File: src/hw/rtl/ttg_pkg.sv
// shared types and constants of the triangle tangent generator
`timescale 1ns / 1ps
package ttg_pkg;

    localparam int INDEX_BITS = 24;
    localparam int POS_BITS   = 32;
    localparam int DIFF_BITS  = POS_BITS + 1;
    localparam int PROD_BITS  = 2 * DIFF_BITS;
    localparam int TAN_BITS   = PROD_BITS + 1;
    localparam int MAG_BITS   = PROD_BITS;
    localparam int NORM_BITS  = 30;
    localparam int SQ_BITS    = 2 * NORM_BITS + 2;
    localparam int ROOT_BITS  = NORM_BITS + 1;
    localparam int Q_BITS     = 15;
    localparam int OUT_SHIFT  = 14;
    localparam int NUM_BITS   = NORM_BITS + OUT_SHIFT + 1;
    localparam int OUT_BITS   = 16;
    localparam int ROOT_STEPS = SQ_BITS / 2;
    localparam int PADDR_BITS = 3;

    localparam logic [3:0] STEP_LAST_PROD = 4'd7;
    localparam logic [3:0] STEP_SQ_FIRST  = 4'd8;
    localparam logic [3:0] STEP_SQ_LAST   = 4'd10;

    localparam logic REG_INDEX_BASE = 1'b0;

    typedef enum logic [3:0] {
        OP_NONE,
        OP_MUL,
        OP_MAG,
        OP_NORM,
        OP_ROOT_INIT,
        OP_ROOT,
        OP_DIV_INIT,
        OP_DIV,
        OP_OUT
    } op_t;

    typedef struct packed {
        op_t        op;
        logic [3:0] step;
        logic       capture;
        logic [1:0] slot;
    } cmd_t;

    typedef struct packed {
        logic degen;
        logic norm_done;
        logic out_busy;
    } status_t;

endpackage

File: src/hw/rtl/ttg_ctrl.sv
// controller: corner counting and sequencing of the tangent computation
`timescale 1ns / 1ps
module ttg_ctrl (
    input  logic              aclk,
    input  logic              aresetn,
    input  logic              s_valid,
    output logic              s_ready,
    input  ttg_pkg::status_t  status,
    output ttg_pkg::cmd_t     cmd
);

    typedef enum logic [3:0] {
        S_IDLE,
        S_MUL,
        S_FLUSH,
        S_MAG,
        S_CHECK,
        S_NORM,
        S_SQ,
        S_SQ_FLUSH,
        S_ROOT_INIT,
        S_ROOT,
        S_DIV_INIT,
        S_DIV,
        S_OUT
    } state_t;

    state_t     state_reg;
    logic [1:0] count_reg;
    logic [3:0] step_reg;
    logic [4:0] cnt_reg;
    logic       accept;

    assign s_ready = (state_reg == S_IDLE);
    assign accept  = s_valid && s_ready;

    always_comb begin
        cmd.op      = ttg_pkg::OP_NONE;
        cmd.step    = step_reg;
        cmd.capture = accept;
        cmd.slot    = count_reg;
        unique case (state_reg)
            S_MUL, S_SQ: cmd.op = ttg_pkg::OP_MUL;
            S_MAG:       cmd.op = ttg_pkg::OP_MAG;
            S_NORM:      cmd.op = ttg_pkg::OP_NORM;
            S_ROOT_INIT: cmd.op = ttg_pkg::OP_ROOT_INIT;
            S_ROOT:      cmd.op = ttg_pkg::OP_ROOT;
            S_DIV_INIT:  cmd.op = ttg_pkg::OP_DIV_INIT;
            S_DIV:       cmd.op = ttg_pkg::OP_DIV;
            S_OUT:       cmd.op = status.out_busy ? ttg_pkg::OP_NONE : ttg_pkg::OP_OUT;
            default:     cmd.op = ttg_pkg::OP_NONE;
        endcase
    end

    always_ff @(posedge aclk) begin
        if (!aresetn) begin
            state_reg <= S_IDLE;
            count_reg <= '0;
            step_reg  <= '0;
            cnt_reg   <= '0;
        end else begin
            unique case (state_reg)
                S_IDLE: begin
                    if (accept) begin
                        if (count_reg == 2'd2) begin
                            count_reg <= '0;
                            step_reg  <= '0;
                            state_reg <= S_MUL;
                        end else begin
                            count_reg <= count_reg + 2'd1;
                        end
                    end
                end
                S_MUL: begin
                    step_reg <= step_reg + 4'd1;
                    if (step_reg == ttg_pkg::STEP_LAST_PROD) begin
                        state_reg <= S_FLUSH;
                    end
                end
                S_FLUSH: state_reg <= S_MAG;
                S_MAG:   state_reg <= S_CHECK;
                S_CHECK: begin
                    state_reg <= status.degen ? S_OUT : S_NORM;
                end
                S_NORM: begin
                    if (status.norm_done) begin
                        step_reg  <= ttg_pkg::STEP_SQ_FIRST;
                        state_reg <= S_SQ;
                    end
                end
                S_SQ: begin
                    step_reg <= step_reg + 4'd1;
                    if (step_reg == ttg_pkg::STEP_SQ_LAST) begin
                        state_reg <= S_SQ_FLUSH;
                    end
                end
                S_SQ_FLUSH: state_reg <= S_ROOT_INIT;
                S_ROOT_INIT: begin
                    cnt_reg   <= '0;
                    state_reg <= S_ROOT;
                end
                S_ROOT: begin
                    cnt_reg <= cnt_reg + 5'd1;
                    if (cnt_reg == 5'(ttg_pkg::ROOT_STEPS - 1)) begin
                        step_reg  <= '0;
                        state_reg <= S_DIV_INIT;
                    end
                end
                S_DIV_INIT: begin
                    cnt_reg   <= '0;
                    state_reg <= S_DIV;
                end
                S_DIV: begin
                    cnt_reg <= cnt_reg + 5'd1;
                    if (cnt_reg == 5'(ttg_pkg::Q_BITS - 1)) begin
                        if (step_reg == 4'd2) begin
                            state_reg <= S_OUT;
                        end else begin
                            step_reg  <= step_reg + 4'd1;
                            state_reg <= S_DIV_INIT;
                        end
                    end
                end
                S_OUT: begin
                    if (!status.out_busy) begin
                        state_reg <= S_IDLE;
                    end
                end
                default: state_reg <= S_IDLE;
            endcase
        end
    end

    a_third_starts: assert property (@(posedge aclk) disable iff (!aresetn)
        (accept && count_reg == 2'd2) |=> (state_reg == S_MUL && count_reg == 2'd0))
        else $error("third corner did not start computation");

    a_count_range: assert property (@(posedge aclk) disable iff (!aresetn)
        count_reg != 2'd3)
        else $error("corner count out of range");

    a_no_overwrite: assert property (@(posedge aclk) disable iff (!aresetn)
        (cmd.op == ttg_pkg::OP_OUT) |-> !status.out_busy)
        else $error("result loaded over a pending transfer");

    a_count_held: assert property (@(posedge aclk) disable iff (!aresetn)
        (state_reg != S_IDLE) |=> $stable(count_reg) || state_reg == S_IDLE)
        else $error("corner count moved while busy");

endmodule

File: config.mk
export PLATFORM = sky130hd
export DESIGN_NAME = ttg_ctrl
export DESIGN_NICKNAME = d
export VERILOG_FILES = /design/src/hw/rtl/ttg_pkg.sv /design/src/hw/rtl/ttg_ctrl.sv
export SDC_FILE = /design/constraint.sdc
export NUM_CORES = 1
export LEC_CHECK = 0
export ABC_AREA = 1
export ABC_CLOCK_PERIOD_IN_PS = 1400
export CORE_MARGIN = 10
export CORE_UTILIZATION = 55
export CTS_CLUSTER_SIZE = 10
export DETAILED_ROUTE_END_ITERATION = 8
export DONT_BUFFER_PORTS = 1
export HOLD_SLACK_MARGIN = 0.06
export MAX_ROUTING_LAYER = met4
export PLACE_DENSITY_LB_ADDON = 0.05
export SYNTH_ARGS = -nofsm -noshare
export SYNTH_HDL_FRONTEND = slang
export SYNTH_SLANG_ARGS = --single-unit
export TNS_END_PERCENT = 20
File: constraint.sdc
create_clock -name aclk -period 1.4 [get_ports aclk]
set_clock_uncertainty 0.05 [all_clocks]
set_input_delay 0.07 -clock aclk [delete_from_list [all_inputs] [get_ports aclk]]
set_output_delay 0.07 -clock aclk [all_outputs]
set_load 0.1 [all_outputs]
==> flow_summary.ini <==
[logic_synthesis]
ys_seq_area_share_pct = 27.7
synthesis.area_sq_um = 1080
ys_seq_elements = 15
ys_types = 26
synthCells = 175
yosysWarnings = 0
syn_area_per_cell_sq_um = 6.20
syn_nets = 185

[clock_tree]
ctsRootBufferMaster = clkbuf_4
cts_max_path_buffers = 2
numCtsBuffers = 3
cts_sinks = 15
path_clk_slew_ns = 0.09
cts_max_level = 1
clock_latency_ns = 0.29
cts_tree = yes

[cells_and_area]
largest_register_ffs = 5
num_antenna_cells = 0
design_area_sq_um = 1690
area_growth_pct = 55.8
drive_gt1_share_pct = 44.5
final_nets = 229
final_cell_mix = nand2_1 (30), buf_4 (30), nor2_1 (22)

[global_routing]
grt_pass1_vias = 1297
overflow = 0
grt_max_degree = 12
grtUsageTotal_pct = 16.3
grt_pass1_wl_microns = 5510
antenna_found_initial = 0

[job]
cap_viol_max_count = 0

[worst_setup_path]
worst-path-buf-inv = 4
crit_type = reg -> reg
cp.arrival_ns = 1.77
crit_path_max_incr_delay_ns = 0.35
cpMaxStageDelayCell = dfxtp_2
cp_max_fo = 3
crit_family = simple AND/OR/NAND/NOR gates
end_kind = flip-flop
critPathLaunchType = flip-flop
cp_data_required_time_ns = 1.53
worstPathCellList = buf_6 > nor2_4 > buf_4 > buf_4 > inv_1 > nand2_1 > nor2_1 > a21oi_1 > nand3_1 > nand2_1 > nor2_1

[timing]
tightest_slew_ns = 0.399
max_clock_freq_mhz = 610
setup_violations = 15
hold_viol_final = 0
fin_setup_tns_ns = -2.23
finalMaxSlewViolations = 0
layout_setup_ws_ns = -0.240
rsz0062_at_grt = true
slew_headroom_pct = 73.3
fin_crit_ns = 1.64
finalCritPeriodShare_pct = 117

[hold_path]
min-delay-path-class = in -> reg

[status]
status = complete, but fails checks
violations = setup timing

[drt]
vias = 1360
first_iter_violations = 81
viasPerCell = 5.55
postRouteAntennaNets = 0
dr.pass1.iters = 4
wirelength_microns = 3820
wl_per_cell_microns = 15.6
drc = 0

[pwr]
p_leak_nw = 0.797
total_power_mw = 4.30
max-vdd-ir-drop_uv = 2310
p_per_area_nw_per_um2 = 2540

[floorplanning]
start_util_pct = 56.4
fp.dieW_microns = 64.4
die_h_microns = 64.4
fp-row-count = 16
core_area_sq_um = 1920
io_pins = 18
die_area_sq_um = 4150

[place]
portBuffers = 0
dp_hpwl_microns = 2400
place.gp.congestion = 0.920
place_area_sq_um = 1440
-- kinds of logic (layout without fill, tap and decap cells) --
group | count (synthesis) | in the layout | synth area share (%)
xor+xnor | 1 | 1 | 0.808
flops | 15 | 15 | 27.7
simple gates | 106 | 106 | 44.4
compound gates | 21 | 21 | 12.1
buf+inv | 28 | 71 | 10.4
fa+ha+maj | 4 | 4 | 4.61
-- metrics by stage --
| step | worst slack [ns] | hold slack, ns | utilization [%] | std cells |
|---|---|---|---|---|
| after CTS | -0.199 | 0.179 | 82.0 | 240 |
| after detailed placement | -0.123 | 0.145 | 74.7 | 232 |
| final | -0.240 | 0.225 | 88.0 | 245 |
| after floorplan | -0.678 | 0.217 | - | 175 |
| after global placement | -0.0907 | 0.138 | 74.7 | 232 |
| after global routing | -0.273 | 0.267 | 88.0 | 245 |
-- worst min-delay path, cell delays in order --
cell and delay (ns):
inv_1 0.03, nand3_1 0.08, o21ai_0 0.08, inv_1 0.06
nand3_1 0.09, nand2_1 0.08, nor2_1 0.04
-- layout make-up --
type / instances / area [sq um]
Inverter: 24 / 100
Multi-Input combinational cell: 132 / 787
Fill cell: 100 / 231
Sequential cell: 15 / 325
Clock buffer: 4 / 26.3
Timing Repair Buffer: 43 / 418
Tap cell: 27 / 33.8
-- power by group --
group | switching (mW) | internal (mW) | leakage, nW
registers | 0.168 | 0.563 | 0.128
clock network | 0.148 | 0.111 | 0.0150
logic | 2.14 | 1.18 | 0.654
total | 2.45 | 1.85 | 0.797
-- synthesized netlist by cell type --
library cell | number | area, sq um
nor2_1 | 31 | 116
nor2_4 | 2 | 22.5
dfxtp_1 | 15 | 300
ha_1 | 4 | 50.1
a21oi_1 | 11 | 55.1
xor2_1 | 1 | 8.76
o211ai_1 | 1 | 7.51
a21boi_0 | 1 | 7.51
nor3_1 | 2 | 10.0
and2_4 | 1 | 8.76
nor2_2 | 5 | 31.3
nand2_1 | 39 | 146
o21ai_0 | 4 | 20.0
buf_4 | 1 | 7.51
inv_1 | 22 | 82.6
a21o_2 | 1 | 8.76
a21oi_4 | 1 | 16.3
or2_2 | 1 | 6.26
nand4_2 | 1 | 12.5
a2bb2oi_1 | 1 | 8.76
buf_2 | 3 | 15.0
nand4_1 | 1 | 6.26
inv_2 | 2 | 7.51
nand2_4 | 1 | 11.3
nand3_1 | 22 | 110
a211oi_1 | 1 | 7.51
-- final timing paths --
path	start	endpoint	slack, ns	cells past startpoint
worst max-delay path	state_reg[1]	state_reg[1]	-0.24	11
worst min-delay path	status[2]	state_reg[0]	0.22	7
worst max register to register	state_reg[1]	state_reg[1]	-0.24	11
worst min register to register	cnt_reg[4]	cnt_reg[4]	0.48	2
-- layer usage --
metal | GRT usage [%] | wire, microns
met1 | 17.7 | 1420
met2 | 28.9 | 1970
met5 | - | 0
met3 | 3.09 | 270
met4 | 5.61 | 166
-- repair_timing --
action,4_1_cts,5_1_grt
endpoints found under the setup margin,16,14
pin swaps,5,11
resized for setup,29,25
endpoints found under the hold margin,15,0
hold buffers,2,0
gates cloned,0,0
setup buffers,2,5
(Power assumes the default switching activity.)
